File: config.mk
export PLATFORM = sky130hd
export DESIGN_NAME = dqk_front
export DESIGN_NICKNAME = d
export VERILOG_FILES = /design/src/hdl/assert_macros.svh /design/src/hdl/dqk_pkg.sv /design/src/hdl/dqk_front.sv
export SDC_FILE = /design/constraint.sdc
export NUM_CORES = 1
export LEC_CHECK = 0
export BUFFER_PORTS_ARGS = -buffer_cell sky130_fd_sc_hd__buf_2
export CORE_ASPECT_RATIO = 0.6
export CORE_UTILIZATION = 40
export CTS_CLUSTER_DIAMETER = 100
export DETAILED_ROUTE_END_ITERATION = 10
export HOLD_SLACK_MARGIN = 0.15
export REMOVE_ABC_BUFFERS = 1
export SLEW_MARGIN = 0
export SYNTH_ARGS = -nofsm -noshare
export SYNTH_HDL_FRONTEND = slang
export SYNTH_SLANG_ARGS = --single-unit
export TNS_END_PERCENT = 100
File: constraint.sdc
create_clock -name clk -period 13.01 [get_ports clk]
set_input_delay 0.6505 -clock clk [delete_from_list [all_inputs] [get_ports clk]]
set_output_delay 0.6505 -clock clk [all_outputs]
set_load 0.02 [all_outputs]
File: src/hdl/assert_macros.svh
// Assertion macros shared by the RTL modules of the distance queue.
// No dependencies; pulled in by the modules that check their own logic.
`ifndef ASSERT_MACROS_SVH
`define ASSERT_MACROS_SVH

// Same-cycle implication, disabled during reset
`define ASSERT_IMPL(label, clk, rst_n, ante, cons) \
  label: assert property (@(posedge clk) disable iff (!rst_n) (ante) |-> (cons)) \
    else $error("assertion failed");

// Next-cycle implication, disabled during reset
`define ASSERT_NEXT(label, clk, rst_n, ante, cons) \
  label: assert property (@(posedge clk) disable iff (!rst_n) (ante) |=> (cons)) \
    else $error("assertion failed");

`endif

File: src/hdl/dqk_pkg.sv
// Package for the distance queue: widths, command and status codes, types.
// No dependencies; used by every module of the block.
`timescale 1ns / 1ps

package dqk_pkg;

  localparam int CAPACITY = 256;
  localparam int COORD_W  = 16;
  localparam int TAKE_W   = 9;
  localparam int DIST_W   = 18;
  localparam int ROOT_W   = 16;
  localparam int SQ_W     = 32;
  localparam int ADDR_W   = $clog2(CAPACITY);
  localparam int CNT_W    = $clog2(CAPACITY + 1);
  localparam int CMP_W    = (CNT_W > TAKE_W) ? CNT_W : TAKE_W;
  localparam int SUM_W    = DIST_W + CNT_W;
  localparam int DIV_CW   = $clog2(SUM_W + 1);
  localparam int ROOT_CW  = $clog2(ROOT_W + 1);

  typedef enum logic [1:0] {
    ST_OK      = 2'd0,
    ST_EXCEEDS = 2'd1,
    ST_ZERO    = 2'd2,
    ST_FULL    = 2'd3
  } status_t;

  typedef enum logic [1:0] {
    CMD_INSERT = 2'd0,
    CMD_QUERY  = 2'd1,
    CMD_ZERO   = 2'd2
  } cmd_kind_t;

  typedef struct packed {
    cmd_kind_t           kind;
    logic [TAKE_W-1:0]   take;
    logic [DIST_W-1:0]   distance;
  } cmd_t;

  typedef enum logic [1:0] {
    F_IDLE,
    F_SQ,
    F_ROOT,
    F_PUSH
  } front_state_t;

  typedef enum logic [2:0] {
    B_IDLE,
    B_INS_CHK,
    B_INS_CMP,
    B_SUM_RD,
    B_SUM_ACC,
    B_MV_RD,
    B_MV_WR,
    B_DIV
  } back_state_t;

endpackage

File: src/hdl/dqk_front.sv
// Front end: accepts items, computes point distance, classifies queries.
// Depends on dqk_pkg; feeds dqk_queue.
`timescale 1ns / 1ps

module dqk_front (
  input  logic                                clk,
  input  logic                                rst_n,
  input  logic                                start,
  output logic                                busy,
  input  logic                                in_op,
  input  logic signed [dqk_pkg::COORD_W-1:0]  in_coord_x,
  input  logic signed [dqk_pkg::COORD_W-1:0]  in_coord_y,
  input  logic signed [dqk_pkg::COORD_W-1:0]  in_coord_z,
  input  logic [dqk_pkg::TAKE_W-1:0]          in_take_count,
  input  logic                                q_full,
  output logic                                q_push,
  output dqk_pkg::cmd_t                       q_cmd
);

  dqk_pkg::front_state_t state_r, state_nxt;
  logic                               op_r, op_nxt;
  logic [dqk_pkg::TAKE_W-1:0]         take_r, take_nxt;
  logic signed [dqk_pkg::COORD_W-1:0] x_r, y_r, z_r, x_nxt, y_nxt, z_nxt;
  logic [1:0]                         sq_idx_r, sq_idx_nxt;
  logic [dqk_pkg::SQ_W-1:0]           acc_r, acc_nxt;
  logic [dqk_pkg::ROOT_W-1:0]         root_r, root_nxt;
  logic [dqk_pkg::ROOT_W+1:0]         rem_r, rem_nxt;
  logic [dqk_pkg::ROOT_CW-1:0]        cnt_r, cnt_nxt;

  logic signed [dqk_pkg::COORD_W-1:0]   sel;
  logic signed [2*dqk_pkg::COORD_W-1:0] prod;
  logic [dqk_pkg::ROOT_W+3:0]           rem_t;
  logic [dqk_pkg::ROOT_W+3:0]           trial;

  // Square one coordinate per cycle
  always_comb begin
    unique case (sq_idx_r)
      2'd0:    sel = x_r;
      2'd1:    sel = y_r;
      default: sel = z_r;
    endcase
    prod = sel * sel;
  end

  // One result bit of the square root per step
  assign rem_t = {rem_r, acc_r[dqk_pkg::SQ_W-1 -: 2]};
  assign trial = (dqk_pkg::ROOT_W+4)'({root_r, 2'b01});

  always_comb begin
    state_nxt  = state_r;
    op_nxt     = op_r;
    take_nxt   = take_r;
    x_nxt      = x_r;
    y_nxt      = y_r;
    z_nxt      = z_r;
    sq_idx_nxt = sq_idx_r;
    acc_nxt    = acc_r;
    root_nxt   = root_r;
    rem_nxt    = rem_r;
    cnt_nxt    = cnt_r;
    q_push     = 1'b0;
    busy       = (state_r != dqk_pkg::F_IDLE);
    q_cmd.take = take_r;
    q_cmd.distance = dqk_pkg::DIST_W'(root_r);
    if (!op_r) begin
      q_cmd.kind = dqk_pkg::CMD_INSERT;
    end else if (take_r == '0) begin
      q_cmd.kind = dqk_pkg::CMD_ZERO;
    end else begin
      q_cmd.kind = dqk_pkg::CMD_QUERY;
    end
    unique case (state_r)
      dqk_pkg::F_IDLE: begin
        if (start) begin
          op_nxt     = in_op;
          take_nxt   = in_take_count;
          x_nxt      = in_coord_x;
          y_nxt      = in_coord_y;
          z_nxt      = in_coord_z;
          sq_idx_nxt = 2'd0;
          acc_nxt    = '0;
          state_nxt  = in_op ? dqk_pkg::F_PUSH : dqk_pkg::F_SQ;
        end
      end
      dqk_pkg::F_SQ: begin
        acc_nxt    = acc_r + dqk_pkg::SQ_W'(prod);
        sq_idx_nxt = sq_idx_r + 2'd1;
        if (sq_idx_r == 2'd2) begin
          root_nxt  = '0;
          rem_nxt   = '0;
          cnt_nxt   = '0;
          state_nxt = dqk_pkg::F_ROOT;
        end
      end
      dqk_pkg::F_ROOT: begin
        acc_nxt = {acc_r[dqk_pkg::SQ_W-3:0], 2'b00};
        if (rem_t >= trial) begin
          rem_nxt  = (dqk_pkg::ROOT_W+2)'(rem_t - trial);
          root_nxt = {root_r[dqk_pkg::ROOT_W-2:0], 1'b1};
        end else begin
          rem_nxt  = (dqk_pkg::ROOT_W+2)'(rem_t);
          root_nxt = {root_r[dqk_pkg::ROOT_W-2:0], 1'b0};
        end
        cnt_nxt = cnt_r + 1'b1;
        if (cnt_r == dqk_pkg::ROOT_CW'(dqk_pkg::ROOT_W - 1)) begin
          state_nxt = dqk_pkg::F_PUSH;
        end
      end
      dqk_pkg::F_PUSH: begin
        if (!q_full) begin
          q_push    = 1'b1;
          state_nxt = dqk_pkg::F_IDLE;
        end
      end
      default: state_nxt = dqk_pkg::F_IDLE;
    endcase
  end

  // Hold control state
  always_ff @(posedge clk) begin
    if (!rst_n) begin
      state_r <= dqk_pkg::F_IDLE;
    end else begin
      state_r <= state_nxt;
    end
  end

  // Advance the datapath
  always_ff @(posedge clk) begin
    op_r     <= op_nxt;
    take_r   <= take_nxt;
    x_r      <= x_nxt;
    y_r      <= y_nxt;
    z_r      <= z_nxt;
    sq_idx_r <= sq_idx_nxt;
    acc_r    <= acc_nxt;
    root_r   <= root_nxt;
    rem_r    <= rem_nxt;
    cnt_r    <= cnt_nxt;
  end

endmodule

Word-level counts from Yosys, hierarchy flattened

Index checks and enable logic that the tools add are counted.

Register bits: 133
Logic and storage cells: 62

Add/subtract/negate cells: 4
Multiply operators: 1
Order comparisons: 1
Eq/ne operators: 10
Mux-type cells: 23
Reductions and logical operators: 12

Operators by type and width:

| kind                | count |
|---|---|
| $pmux 32 s3         | 1 |
| $pmux 16 s2         | 2 |
| $mux 18             | 2 |
| $pmux 18 s2         | 1 |
| $add 32x32->32      | 1 |
| $mul 16x16->32      | 1 |
| $mux 32             | 1 |
| $ge 20x18->1        | 1 |
| $sub 18x18->18      | 1 |
| $mux 16             | 1 |
| $mux 2              | 8 |
| $pmux 5 s2          | 1 |
| $logic_not 9->1     | 1 |
| $ne 2x2->1 const B  | 4 |
| $pmux 2 s4          | 1 |
| $reduce_and 2->1    | 4 |
| $eq 2x2->1 const B  | 3 |
| $reduce_bool 2->1   | 3 |
| $add 5x1->5 const B | 1 |
| $eq 5x4->1 const B  | 1 |
| $mux 5              | 1 |
| $eq 2x1->1 const B  | 2 |
| $logic_not 2->1     | 2 |
| $pmux 2 s2          | 1 |
| 4 further kinds     | 6 |

Depth between registers and ports, before layout

Word-level depth: 5
Depth in mapped cells: 30
Depth with buffers taken out: 28

Least setup slack after synthesis

Ideal clock, no wire load.

Path kind: flip-flop to flip-flop
Start point: register sq_idx_r[0]
End point: register acc_r[28] in the netlist's numbering (data pin)
Arrival time: 7.154 ns
Required time: 12.753 ns
Slack: 5.599 ns
Cell stages (with the launch flop): 29
Cell sequence: edfxtp_1 inv_1 ha_1 clkbuf_1 nor2_2 clkbuf_1 a21oi_1 clkinv_1 nand2_1 inv_1 fa_1 inv_1 fa_1 fa_1 inv_1 fa_1 fa_1 inv_1 fa_1 inv_1 ha_1 a21o_1 a21o_1 a21oi_4 o41ai_4 o21a_1 o31a_1 or3_1 a32o_1

Longest elaborated chain between the ends: 5

RTL lines:

| what                                          | RTL line         | text |
|---|---|---|
| start, declared                               | dqk_front.sv:24  | `logic [1:0] sq_idx_r, sq_idx_nxt;` |
| start signal, assigned                        | dqk_front.sv:135 | `sq_idx_r <= sq_idx_nxt;` |
| $eq 2x1->1 or $logic_not 2->1 (tied branches) | dqk_front.sv:37  | `unique case (sq_idx_r)` |
| $pmux 16 s2 (*)                               | dqk_front.sv:37  |  |
| $mul 16x16->32 (*)                            | dqk_front.sv:42  | `prod = sel * sel;` |
| $add 32x32->32 (*)                            | dqk_front.sv:86  | `acc_nxt = acc_r + dqk_pkg::SQ_W'(prod);` |
| $pmux 32 s3 (*)                               | dqk_front.sv:72  | `unique case (state_r)` |
| named net acc_nxt, one bit                    | dqk_front.sv:25  | `logic [dqk_pkg::SQ_W-1:0] acc_r, acc_nxt;` |
| end signal, assigned                          | dqk_front.sv:136 | `acc_r <= acc_nxt;` |
| end, declared                                 | dqk_front.sv:25  |  |

Mark *: on every way through the listed nets, which the timed path passes. The rest lies on a longest branch.
A chain may end at the register's enable or synchronous reset.

Worst setup path in the final report

Same ends and word-level chain as after synthesis.

==> metrics.md <==
| Metric | Value |
|---|---|
| Drt wl/cell | 18.8 um |
| # DRC | 0 |
| Share of flip-flops with an asynchronous set or reset | 0 |
| Ratio of final minimum period to clock period | 0.691 |
| CTS-repair resized insts | 0 |
| CTS tree | done |
| Most common flop cell mapped by yosys | edfxtp_1 |
| Share of cells above drive strength 1 | 0.0963 |
| Critical path peak fanout | 23 |
| Hpwl dp | 33.5 mm |
| Die extent in y | 158 um |
| Synth-to-Final Area Change | 10.1% |
| Total CTS buffers | 17 |
| Clk sinks | 133 |
| Synthesis Warnings | 0 |
| Setup Buffers After CTS | 0 |
| Yosys top cell by area | fa_1 |
| Slew HR | 0.126 |
| Starting Density | 0.410 |
| Max-cap violation count | 0 |
| Slew Limit Fails | 0 |
| Worst Setup End Kind | register |
| Pre-antenna DRT Iters | 5 |
| Die area | 41200 sq um |
| Yosys reg bits | 133 |
| CTS root buf | clkbuf_16 |
| Yosys top cell area share | 0.327 |
| H-tree levels | 4 |
| Kind of critical path | register to register |
| Critical Path Start Type | register |
| Largest net degree at the start of global routing | 50 |
| DR iter-0 viols | 951 |
| GRT Resource Usage Total | 0.215 |
| Vias in the first global route | 11532 |
| Fmax | 111 MHz |
| Setup violators final | 0 |
| Syn Area/Cell | 10.3 sq um |
| RSZ-0062 raised after global routing | false |
| Max clock buf depth | 2 |
| First-pass GRT wire length | 66.4 mm |
| Setup tns final | 0 ns |
| Final hold violations | 0 |
| Port Buf Inserts | 90 |
| Num rows | 56 |
| Outcome | complete, no violations |
| # hold bufs at CTS | 0 |
| Grt ovf | 0 |
| Routed vias/inst | 5.06 |
| Routed wire length | 41.2 mm |
| Later-pin clock latency in the skew report | 0.46 ns |
| Num ports | 93 |
| Ant. Diodes | 0 |
| FF-to-FF setup slack | 4.02 ns |
| Dominant cells by area after synthesis | fa_1 (33%), edfxtp_1 (24%), ha_1 (11%) |
| Post-synth cell types | 73 |
| Via count | 11057 |
| Core area | 39400 sq um |
| Synthesized cell area | 16200 sq um |
| Initial antenna violation count | 0 |
| Req. time, crit path | 13.22 ns |
| Arrival time at the worst endpoint | 9.20 ns |
| Hold Path Class | primary input to register |
| Sequential area share after synthesis | 0.246 |
| Fin crit period | 8.99 ns |
| Gp weighted congestion | 0.938 |
| Worst-path clk slew | 0.07 ns |
| Clock skew | 0.0198 ns |
| Mapped Cells | 1566 |
| Slew of the pin with the lowest slew margin | 1.31 ns |
| Nets@finish | 2112 |
| Post-DRT Antenna Nets | 0 |
| Width of the die | 261 um |
| Number of synthesized flops with an enable pin | 131 |
[layout by cell type (no fill, tap or decap), drive strengths merged, types with 17 or more instances in the layout]
cell    instances
inv           395
fa            264
ha            137
edfxtp        131
nor2          131
nand2         112
buf           102
a21oi          42
xnor2          34
o21ai          30
a21o           28
xor2           21
nor2b          21
clkbuf         17
a211oi         17
[state kept, by name (all words and copies together), names as in the netlist]
signal    flops
acc_r        32
cnt_r         5
op_r          1
rem_r        18
root_r       16
sq_idx_r      2
state_r       2
take_r        9
x_r          16
y_r          16
z_r          16
[worst max-delay path, cell delays in order, from the launching register on]
cell	delay, ns
edfxtp_1	0.39
inv_1	0.08
ha_1	0.46
nor2_2	0.72
a21o_1	0.76
inv_1	0.42
nor2_1	0.41
fa_1	0.57
inv_1	0.13
fa_1	0.44
inv_1	0.28
fa_1	0.50
fa_1	0.51
fa_1	0.50
inv_1	0.07
fa_1	0.48
inv_1	0.05
ha_1	0.36
a21o_1	0.20
nor3_1	0.12
o21ai_0	0.11
o21ai_0	0.13
o21ai_0	0.20
o31a_1	0.28
or3_1	0.31
a32o_1	0.25
[final timing paths]
check                   start         end  depth (start not counted)
max reg2reg       sq_idx_r[0]   acc_r[28]                         25
max               sq_idx_r[0]   acc_r[28]                         25
min reg2reg        state_r[1]  state_r[1]                          2
min          in_take_count[3]   take_r[3]                          1
[stage by stage]
step	hold WS, ns	cells	utilization	setup slack (ns)	area [sq um]
2_1_floorplan	0.495	1528	-	5.16	16000
3_3_place_gp	0.529	2152	0.437	4.40	17200
5_1_grt	0.345	2184	0.451	3.56	17800
6_report	0.361	2184	0.451	4.02	17800
4_1_cts	0.348	2184	0.451	4.08	17800
3_5_place_dp	0.543	2152	0.437	4.14	17200
[routing by layer]
layer | global-route usage | routed length, um
met2 | 0.275 | 15100
met3 | 0.0719 | 4330
met4 | 0.0424 | 444
met5 | 0 | 0
met1 | 0.342 | 21300
[cell families (layout without fill, tap and decap cells)]
group                      Yosys count  after routing  share of synthesized area
xor gates and xnor gates            55             55                     0.0298
AOI/OAI and AO/OA                  196            196                     0.0883
DFF                                133            133                      0.246
and+or+nand+nor                    332            332                     0.0915
muxes                               16             16                    0.00999
adders and majority gates          401            401                      0.433
buffers and inverters              432            527                      0.101
other                                1              2                   0.000232
[synthesized netlist by cell type, drive strengths merged, types with 4 or more instances]
cell type,instances
o31ai,7
and2,5
clkbuf,33
o211ai,5
inv,387
nand2,112
mux2i,15
nor3,10
and3,7
nor3b,4
fa,264
nand4,4
xor2,21
nor2b,21
clkinv,6
nand3,13
ha,137
a211oi,17
nor2,131
o21a,5
a211o,4
a22o,15
nand2b,6
o21bai,4
buf,6
o21ai,30
or3,8
a22oi,15
a21oi,42
xnor2,34
edfxtp,131
a21o,28
[area by class of cell]
cell class	count	area (sq um)
clock buffer	17	425
clock inverter	15	138
fill	3724	21700
inverter	393	1480
multi-input combinational	1002	10600
sequential	133	3970
tap	522	653
timing repair buffer	102	541
Power is left out: the tool's default activity adds up to more than one toggle a clock period on the data nets, which glitch-free logic cannot reach.
