File: config.mk
export PLATFORM = sky130hd
export DESIGN_NAME = dqk_queue
export DESIGN_NICKNAME = d
export VERILOG_FILES = /design/src/hdl/dqk_pkg.sv /design/src/hdl/dqk_queue.sv
export VERILOG_INCLUDE_DIRS = /design/src /design/src/hdl
export SDC_FILE = /design/constraint.sdc
export NUM_CORES = 1
export LEC_CHECK = 0
export ABC_CLOCK_PERIOD_IN_PS = 2000
export BUFFER_PORTS_ARGS = -buffer_cell sky130_fd_sc_hd__buf_2
export CAP_MARGIN = 20
export CORE_MARGIN = 5
export CORE_UTILIZATION = 48
export CTS_BUF_LIST = sky130_fd_sc_hd__clkbuf_2
export CTS_CLUSTER_DIAMETER = 120
export DETAILED_ROUTE_END_ITERATION = 6
export PLACE_DENSITY = 0.77
export SETUP_SLACK_MARGIN = 0.2
export SYNTH_ARGS = -nofsm -noshare
export SYNTH_HDL_FRONTEND = slang
export SYNTH_SLANG_ARGS = --single-unit
File: constraint.sdc
create_clock -name clk -period 2 [get_ports clk]
set_input_delay 0.1 -clock clk [delete_from_list [all_inputs] [get_ports clk]]
set_output_delay 0.1 -clock clk [all_outputs]
set_load 0.1 [all_outputs]
File: src/hdl/assert_macros.svh
// Assertion macros shared by the RTL modules of the distance queue.
// No dependencies; pulled in by the modules that check their own logic.
`ifndef ASSERT_MACROS_SVH
`define ASSERT_MACROS_SVH

// Same-cycle implication, disabled during reset
`define ASSERT_IMPL(label, clk, rst_n, ante, cons) \
  label: assert property (@(posedge clk) disable iff (!rst_n) (ante) |-> (cons)) \
    else $error("assertion failed");

// Next-cycle implication, disabled during reset
`define ASSERT_NEXT(label, clk, rst_n, ante, cons) \
  label: assert property (@(posedge clk) disable iff (!rst_n) (ante) |=> (cons)) \
    else $error("assertion failed");

`endif

File: src/hdl/dqk_pkg.sv
// Package for the distance queue: widths, command and status codes, types.
// No dependencies; used by every module of the block.
`timescale 1ns / 1ps

package dqk_pkg;

  localparam int CAPACITY = 256;
  localparam int COORD_W  = 16;
  localparam int TAKE_W   = 9;
  localparam int DIST_W   = 18;
  localparam int ROOT_W   = 16;
  localparam int SQ_W     = 32;
  localparam int ADDR_W   = $clog2(CAPACITY);
  localparam int CNT_W    = $clog2(CAPACITY + 1);
  localparam int CMP_W    = (CNT_W > TAKE_W) ? CNT_W : TAKE_W;
  localparam int SUM_W    = DIST_W + CNT_W;
  localparam int DIV_CW   = $clog2(SUM_W + 1);
  localparam int ROOT_CW  = $clog2(ROOT_W + 1);

  typedef enum logic [1:0] {
    ST_OK      = 2'd0,
    ST_EXCEEDS = 2'd1,
    ST_ZERO    = 2'd2,
    ST_FULL    = 2'd3
  } status_t;

  typedef enum logic [1:0] {
    CMD_INSERT = 2'd0,
    CMD_QUERY  = 2'd1,
    CMD_ZERO   = 2'd2
  } cmd_kind_t;

  typedef struct packed {
    cmd_kind_t           kind;
    logic [TAKE_W-1:0]   take;
    logic [DIST_W-1:0]   distance;
  } cmd_t;

  typedef enum logic [1:0] {
    F_IDLE,
    F_SQ,
    F_ROOT,
    F_PUSH
  } front_state_t;

  typedef enum logic [2:0] {
    B_IDLE,
    B_INS_CHK,
    B_INS_CMP,
    B_SUM_RD,
    B_SUM_ACC,
    B_MV_RD,
    B_MV_WR,
    B_DIV
  } back_state_t;

endpackage

File: src/hdl/dqk_queue.sv
// Two-entry command queue between the front end and the store sequencer.
// Depends on dqk_pkg for the command type.
`timescale 1ns / 1ps
`include "assert_macros.svh"

module dqk_queue (
  input  logic          clk,
  input  logic          rst_n,
  input  logic          push,
  input  dqk_pkg::cmd_t push_cmd,
  output logic          full,
  input  logic          pop,
  output logic          empty,
  output dqk_pkg::cmd_t head
);

  dqk_pkg::cmd_t slot_r [2];
  logic          wr_ptr_r, wr_ptr_nxt;
  logic          rd_ptr_r, rd_ptr_nxt;
  logic [1:0]    count_r, count_nxt;

  assign full  = (count_r == 2'd2);
  assign empty = (count_r == 2'd0);
  assign head  = slot_r[rd_ptr_r];

  // Advance pointers and count
  always_comb begin
    wr_ptr_nxt = push ? ~wr_ptr_r : wr_ptr_r;
    rd_ptr_nxt = pop ? ~rd_ptr_r : rd_ptr_r;
    count_nxt  = count_r + 2'(push) - 2'(pop);
  end

  always_ff @(posedge clk) begin
    if (!rst_n) begin
      wr_ptr_r <= 1'b0;
      rd_ptr_r <= 1'b0;
      count_r  <= 2'd0;
    end else begin
      wr_ptr_r <= wr_ptr_nxt;
      rd_ptr_r <= rd_ptr_nxt;
      count_r  <= count_nxt;
    end
  end

  // Store pushed command
  always_ff @(posedge clk) begin
    if (push) begin
      slot_r[wr_ptr_r] <= push_cmd;
    end
  end

  `ASSERT_IMPL(a_q_no_overflow, clk, rst_n, full, !push)
  `ASSERT_NEXT(a_q_count_track, clk, rst_n, push && !pop && !full, !empty)

endmodule

Word level (Yosys, flattened, before mapping)
Memories as Yosys holds them, arrays and structs flattened. A register that Yosys moved wholly into a read port is not among the register bits.
Cells that the tools add are included.
{"block": "totals", "ff_bits": 4, "mem_bits_rw": 58, "in_bits": 33, "output_inout_bits": 31, "word_cells": 14, "mem_count": 1}
{"block": "op_classes", "n_addsub": 2, "eq_ne": 1, "mux": 4, "bitwise_logic": 2, "reduce_logical": 1}
{"name": "slot_r", "depth": 2, "word_bits": 29, "read_ports": 1, "rd_clocked_by_memory_dff": 1, "write_ports": 1, "line": "dqk_queue.sv:17", "rtl": "dqk_pkg::cmd_t slot_r [2];"}
{"cell": "$mux W1", "count": 4}
{"cell": "$add A2 B1 Y2", "count": 1}
{"cell": "$eq A2 B2 Y1 const B", "count": 1}
{"cell": "$logic_not A2 Y1", "count": 1}
{"cell": "$not A1 Y1", "count": 2}
{"cell": "$sub A2 B1 Y2", "count": 1}

Depth between registers and ports, before layout
Gate-level depths: netlist of run 1.
{"block": "logic_depth", "depth_word": 3, "ltp_mapped": 6, "mapped_depth_nobuf": 6}

Worst setup path before layout of run 1
OpenSTA, ideal clock, no wires.
{"block": "synth_timing", "kind": "register to register", "from": "register wr_ptr_r", "to": "memory slot_r[0][0] in the netlist's numbering, enable pin", "setup_ps": 420, "arrival_ps": 1645, "t_required_ps": 1580, "setup_slack_ps": -65, "stages_incl_launch_ff": 2, "n_path_buf": 0, "synth_period_minus_slack_ps": 2065, "path_cell_list": "dfxtp_1 -> nor2b_1"}
{"item": "from (decl)", "line": "dqk_queue.sv:18", "rtl": "logic wr_ptr_r, wr_ptr_nxt;"}
{"item": "from (signal assigned)", "line": "dqk_queue.sv:39", "rtl": "wr_ptr_r <= wr_ptr_nxt;"}
{"item": "to (decl)", "line": "dqk_queue.sv:17"}
Straight into the memory's write port.

==> results.tsv, run 1 <==
metric	value	unit
run_status	completed	
whs_path_depth	3	
grt_start_max_net_pins	22	
cp_max_fo	21	
die-area	0.00642	mm^2
htree_levels	3	
synth_area_per_cell	21.2	um^2
num_vias	1336	
drtPass1Iterations	4	
fin_crit_share	83.8	%
finalSetupViolations	0	
place.port_buffers	63	
clock-skew-final	0.00891	ns
gp_routability_congestion	0.673	
worst_setup_path_end_kind	primary output	
placed_cell_area	0.00323	mm^2
drive_gt1_share	50.9	%
layout.cell_area.non_filler	0.00364	mm^2
synthFlopType	sky130_fd_sc_hd__edfxtp_1	
antenna_found_initial	0	
die_height	80.1	um
drt_drc_violations_left	0	
clock_latency_late_sink	0.44	ns
antenna_cells	0	
post-synth-top-count-cell	sky130_fd_sc_hd__edfxtp_1	
start_util	49.6	%
global_route.usage.total	15.4	%
via_count_of_the_first_global_routing_pass	1494	
grt_setup_unrepaired	false	
timing.critical_path.arrival	1.58	ns
synth_top_cell_by_area	sky130_fd_sc_hd__edfxtp_1	
timing_max_transition_violations_final	0	
peakVddDrop	0.736	mV
synth_seq_area_share	78.1	%
placeableCoreArea	0.00475	mm^2
synth.yosys.warnings	0	
route.detailed.vias_per_inst	4.59	
post_synth_main_area_contributors	sky130_fd_sc_hd__edfxtp_1 74%, sky130_fd_sc_hd__mux2_2 9.1%, sky130_fd_sc_hd__mux2_4 6.4%	
avgRoutedWirePerCell	15.3	um
endpoint	head[0]	
drt_first_iter_violations	96	
master_cell_of_the_clock_root_buffer	sky130_fd_sc_hd__clkbuf_2	
achievable-frequency	597	MHz
max-cap-violations	0	
crit_required	1.90	ns
final.setup.tns	0	ns
clk_transition_reported_paths	0.15	ns
finalHoldViolations	0	
syn_to_final_growth	54.3	%
worst-slew-pin-transition	0.486	ns
hpwl	2.99	mm
finalNetCount	254	
grt_pass1_wl	7.18	mm
postRouteAntennaNets	0	
tritoncts.num_buffers	9	
design.portCount	64	
synth.ff_latch_count	63	
critical_path.reg2reg.startpoint	wr_ptr_r	
r2r_setup_slack	0.57	ns
yosys.area.top_type_share	73.8	%
synth_common_cells	58 x sky130_fd_sc_hd__edfxtp_1, 19 x sky130_fd_sc_hd__mux2_2, 10 x sky130_fd_sc_hd__mux2_4	
timing.max_slew.rel_slack	67.8	%
power_density	894	mW/mm^2
synth.distinct_cells	14	
synth-async-reset-ratio	0	%
power.leakage	1.44	nW
globalRoute.totalOverflow	0	
tritoncts	built	
mappedNetlistArea	0.00236	mm^2
netlist_instances	111	
final.min_clock_period	1.68	ns
post_cts_setup_buffer_count	0	
critical_path_class	reg -> out	
numClockSinks	63	
syn-num-nets	146	
clockBufferDepth	2	
holdCritPathClass	in -> reg	
die_x	80.1	um
reg2reg_depth	3	
fillCellCount	269	
crit-reg2reg-capture	wr_ptr_r	
critical_path.startpoint_type	flip-flop	
total_power	3.25	mW
wl	4.46	mm
std_cell_rows	25	
synth-edff-count	58	
area by class of cell:
class                   instances  area [um^2]  area share [%]
clock buffers                  11         55.1            1.51
clock inverters                 5         25.0           0.688
inverters                       2         7.51           0.206
multi-input cells              43          492            13.5
flip-flops and latches         63         1840            50.6
well taps                      67         83.8            2.30
repair buffers                100         1130            31.1
power breakdown:
| part | total, mW | switching [mW] | internal [mW] |
|---|---|---|---|
| sequential | 1.55 | 0.0279 | 1.52 |
| combinational | 1.13 | 0.703 | 0.425 |
| clock | 0.578 | 0.416 | 0.162 |
| total | 3.25 | 1.15 | 2.11 |
metal layers:
metal  vias up  GRT usage, %  share of wire (%)
li1        644             -                  -
met1       642          17.2                 41
met2        43          27.2                 53
met3         7          4.15                4.6
met4         0          7.09                1.4
met5         -             0                  0
how the worst min path moves through the flow:
stage                startpoint            to  slack, ns
floorplan           push_cmd[0]  slot_r[0][0]       0.20
finish                     push    count_r[0]       0.05
detailed placement  push_cmd[7]  slot_r[0][7]       0.29
global route               push    count_r[0]     0.0008
CTS                        push    count_r[0]       0.01
global placement    push_cmd[7]  slot_r[0][7]       0.29
state kept, by name, indices dropped and copies added (netlist names), named ones only:
signal and count:
wr_ptr_r 1, count_r 2, rd_ptr_r 1, slot_r 58
stage by stage:
| step | cells | hold slack, ns | setup slack, ns | util [%] |
|---|---|---|---|---|
| after floorplan | 111 | 0.199 | 0.320 | - |
| after global placement | 243 | 0.289 | 0.704 | 67.8 |
| after detailed placement | 243 | 0.293 | 0.660 | 67.8 |
| after CTS | 291 | 0.0125 | 0.216 | 76.3 |
| after global routing | 291 | 0.000846 | 0.223 | 76.6 |
| final | 291 | 0.0488 | 0.324 | 76.6 |
worst max-delay path, stage by stage, from the launching register on:
cell and delay, ns:
sky130_fd_sc_hd__dfxtp_2 0.38, sky130_fd_sc_hd__buf_12 0.18, sky130_fd_sc_hd__mux2_2 0.39, sky130_fd_sc_hd__buf_12 0.17
timing repair:
| action | 4_1_cts | 5_1_grt |
|---|---|---|
| gates cloned | 0 | 0 |
| setup endpoints to repair | 11 | 19 |
| hold buffers | 32 | 0 |
| resized for setup | 1 | 3 |
| hold endpoints to repair | 63 | 0 |
| pin swaps | 0 | 0 |
logic make-up after synthesis:
logic type	synth area share, %
multiplexers	15.4
flip-flops	78.1
AO/OA/AOI/OAI	0.318
adder cells (fa/ha/maj)	1.06
XOR/XNOR	1.33
buffers and inverters	1.49
AND/OR/NAND/NOR	2.28
placed cells by master (no fill, tap or decap), drive strengths merged:
cell type    instances
xor2                 1
dfxtp                5
clkinv               4
inv                  2
nor2b                4
nor2                 1
ha                   2
edfxtp              58
xnor3                1
o21a                 1
mux2                29
and2                 4
clkbuf              11
clkinvlp             1
dlygate4sd3         32
buf                 68
No activity file was read; power rests on OpenSTA's default activity.
==> run 2, diff against run 1 <==
--- a/config.mk
+++ b/config.mk
@@ -6,15 +6,16 @@
 export SDC_FILE = /design/constraint.sdc
 export NUM_CORES = 1
 export LEC_CHECK = 0
-export ABC_CLOCK_PERIOD_IN_PS = 2000
+export ABC_AREA = 1
+export ABC_CLOCK_PERIOD_IN_PS = 1650
 export BUFFER_PORTS_ARGS = -buffer_cell sky130_fd_sc_hd__buf_2
 export CAP_MARGIN = 20
 export CORE_MARGIN = 5
-export CORE_UTILIZATION = 48
+export CORE_UTILIZATION = 54
 export CTS_BUF_LIST = sky130_fd_sc_hd__clkbuf_2
 export CTS_CLUSTER_DIAMETER = 120
 export DETAILED_ROUTE_END_ITERATION = 6
-export PLACE_DENSITY = 0.77
+export PLACE_DENSITY = 0.82
 export SETUP_SLACK_MARGIN = 0.2
 export SYNTH_ARGS = -nofsm -noshare
 export SYNTH_HDL_FRONTEND = slang
==> constraint.sdc (replaced) <==
create_clock -name clk -period 1.65 [get_ports clk]
set_input_delay 0.0825 -clock clk [delete_from_list [all_inputs] [get_ports clk]]
set_output_delay 0.0825 -clock clk [all_outputs]
set_load 0.1 [all_outputs]
==> run 2 against run 1 <==
Core utilization grew 14 points. Synthesized area unchanged. Critical path depth is 1 higher. The run now ends with setup timing left. Critical endpoint is now head[15]. Combinational power up 18%. Wire length rose by 37%. Clock power increased by 78%.
==> results.tsv, run 2 <==
metric	value	unit
antenna_found_initial	0	
footprint_of_the_multi_input_gates	568	um^2
wl	6.11	mm
clockBufferDepth	2	
grt_start_max_net_pins	17	
met3WireLength	371	um
syn_to_final_growth	64.8	%
num_vias	1523	
clk_transition_reported_paths	0.17	ns
syn-num-nets	158	
top_regs	slot_r (58), count_r (2)	
synthFlopType	sky130_fd_sc_hd__edfxtp_1	
critical_path_cell_sequence	buf_6 > buf_16 > mux2_4 > buf_12	
critical_path.reg2reg.startpoint	count_r[0]	
worst-slew-pin-transition	0.308	ns
peakVddDrop	1.16	mV
globalRoute.totalOverflow	0	
run_status	complete, but fails checks	
yosys.area.top_type_share	73.8	%
timing.critical_path.arrival	1.62	ns
layout.cell_area.non_filler	0.00389	mm^2
clock-skew-final	0.0138	ns
master_cell_of_the_clock_root_buffer	sky130_fd_sc_hd__clkbuf_2	
synth.distinct_cells	12	
std_cell_rows	24	
reg2reg_depth	8	
design.portCount	64	
r2r_setup_slack	0.21	ns
place.port_buffers	63	
power.leakage	1.61	nW
die_x	76.1	um
synth_seq_area_share	78.1	%
synth.yosys.warnings	0	
final_cell_mix	58 x sky130_fd_sc_hd__edfxtp_1, 32 x sky130_fd_sc_hd__dlygate4sd3_1, 32 x sky130_fd_sc_hd__buf_2, 31 x sky130_fd_sc_hd__buf_12, 29 x sky130_fd_sc_hd__mux2_4	
power_density	1090	mW/mm^2
hpwl	3.15	mm
largest_register_ff_count	58	
final.min_clock_period	1.70	ns
critical_path_class	reg -> out	
numClockSinks	63	
crit_buf_inv	3	
cp_slowest_cell	sky130_fd_sc_hd__dfxtp_4	
die_height	76.1	um
post-synth-top-count-cell	sky130_fd_sc_hd__edfxtp_1	
violations	setup timing	
critical_path.startpoint_type	flip-flop	
fin_crit_share	103	%
grt_setup_unrepaired	true	
finalNetCount	272	
grt_pass1_wl	9.46	mm
drt_first_iter_violations	97	
post_synth_main_area_contributors	sky130_fd_sc_hd__edfxtp_1 74%, sky130_fd_sc_hd__mux2_2 9.1%, sky130_fd_sc_hd__mux2_4 6.4%	
clock_latency_late_sink	0.48	ns
most_flops_register	slot_r	
antenna_cells	0	
cp_max_fo	7	
tritoncts	built	
timing.critical_path.max_delay_family	buffers and inverters	
die-area	0.00579	mm^2
finalHoldViolations	0	
synth-edff-count	58	
postRouteAntennaNets	0	
via_count_of_the_first_global_routing_pass	1681	
avgRoutedWirePerCell	20.8	um
max-cap-violations	0	
layout_commonest_cell	sky130_fd_sc_hd__edfxtp_1	
netlist_instances	123	
finish.utilization	90.5	%
drtPass1Iterations	5	
wirelength_met1	2.00	mm
worst_setup_path_end_kind	primary output	
highest_layer	met4	
synth.ff_latch_count	63	
timing_max_transition_violations_final	0	
htree_levels	3	
critPathMaxStageDelay	0.38	ns
holdCritPathClass	in -> reg	
gp_routability_congestion	0.716	
regArea	0.00185	mm^2
synth_common_cells	58 x sky130_fd_sc_hd__edfxtp_1, 19 x sky130_fd_sc_hd__mux2_2, 10 x sky130_fd_sc_hd__mux2_4	
placed_cell_area	0.00321	mm^2
synth_top_cell_by_area	sky130_fd_sc_hd__edfxtp_1	
start_util	54.9	%
drive_gt1_share	53.3	%
placement.setup.worst_slack	0.194	ns
crit_required	1.57	ns
drt_drc_violations_left	0	
final_ws_setup	-0.0526	ns
wl_met2	3.61	mm
mappedNetlistArea	0.00236	mm^2
fillCellCount	141	
min-delay-start	push_cmd[9]	
whs_endpoint	slot_r[0][9]	
global_route.usage.total	21.8	%
route.detailed.vias_per_inst	5.18	
fin_worst_hold_slack	0.311	ns
tritoncts.num_buffers	9	
placeableCoreArea	0.00429	mm^2
crit-reg2reg-capture	count_r[1]	
achievable-frequency	587	MHz
whs_path_depth	2	
synth-async-reset-ratio	0	%
timing.max_slew.rel_slack	79.6	%
finalSetupViolations	29	
synth_area_per_cell	19.2	um^2
run 2: cell count changes in the layout (fill, tap and decap cells not counted), sizes merged, moves of 2 or more:
cell,change
and2,-4
bufinv,+2
clkinv,-2
buf,+5
nor2b,-4
inv,+5
clkbuf,+2
nand2,+8
nor2,+8
run 2: report_power, final:
part           internal (mW)  total (mW)  switching [mW]
clock                  0.517        1.03           0.511
combinational          0.527        1.33           0.808
sequential              1.84        1.88          0.0393
total                   2.89        4.24            1.36
run 2: timing repair:
item,4_1_cts,5_1_grt
gates cloned,3,0
hold buffers,32,0
pin swaps,0,1
buffers inserted,2,1
hold endpoints to repair,63,0
endpoints found under the setup margin,31,32
resized for setup,27,7
run 2: kinds of logic after synthesis:
family	after synthesis	share of synthesized area [%]
multiplexers	29	15.4
buffers and inverters	10	2.28
AND/OR/NAND/NOR	18	2.92
adder cells (fa/ha/maj)	2	1.06
AO/OA/AOI/OAI	1	0.212
flip-flops	63	78.1
run 2: metrics by stage:
step / std cells / total power [mW] / TNS (ns)
3_5_place_dp: 240 / 3.04 / 0
2_1_floorplan: 123 / 2.64 / 0
3_3_place_gp: 240 / 3.01 / 0
5_1_grt: 294 / 4.38 / -1.89
4_1_cts: 293 / 4.19 / -0.801
6_report: 294 / 4.24 / -0.946
run 2: how the worst max path moves through the flow:
stage	end	depth (start not counted)
floorplan	slot_r[1][0]	2
global placement	count_r[1]	8
detailed placement	count_r[1]	8
CTS	head[2]	4
global route	head[15]	4
finish	head[15]	4
run 2: layout make-up:
type	instances	share of cell area [%]
multi-input combinational	50	14.6
clock inverter	4	1.80
timing repair buffer	106	32.2
sequential	63	47.5
tap	52	1.67
inverter	7	0.676
clock buffer	12	1.54
run 2: metal layers:
metal / vias up / GRT usage, %
met2: 89 / 42.0
met3: 14 / 4.85
met5: - / 0
met1: 728 / 22.7
li1: 692 / -
met4: 0 / 7.87
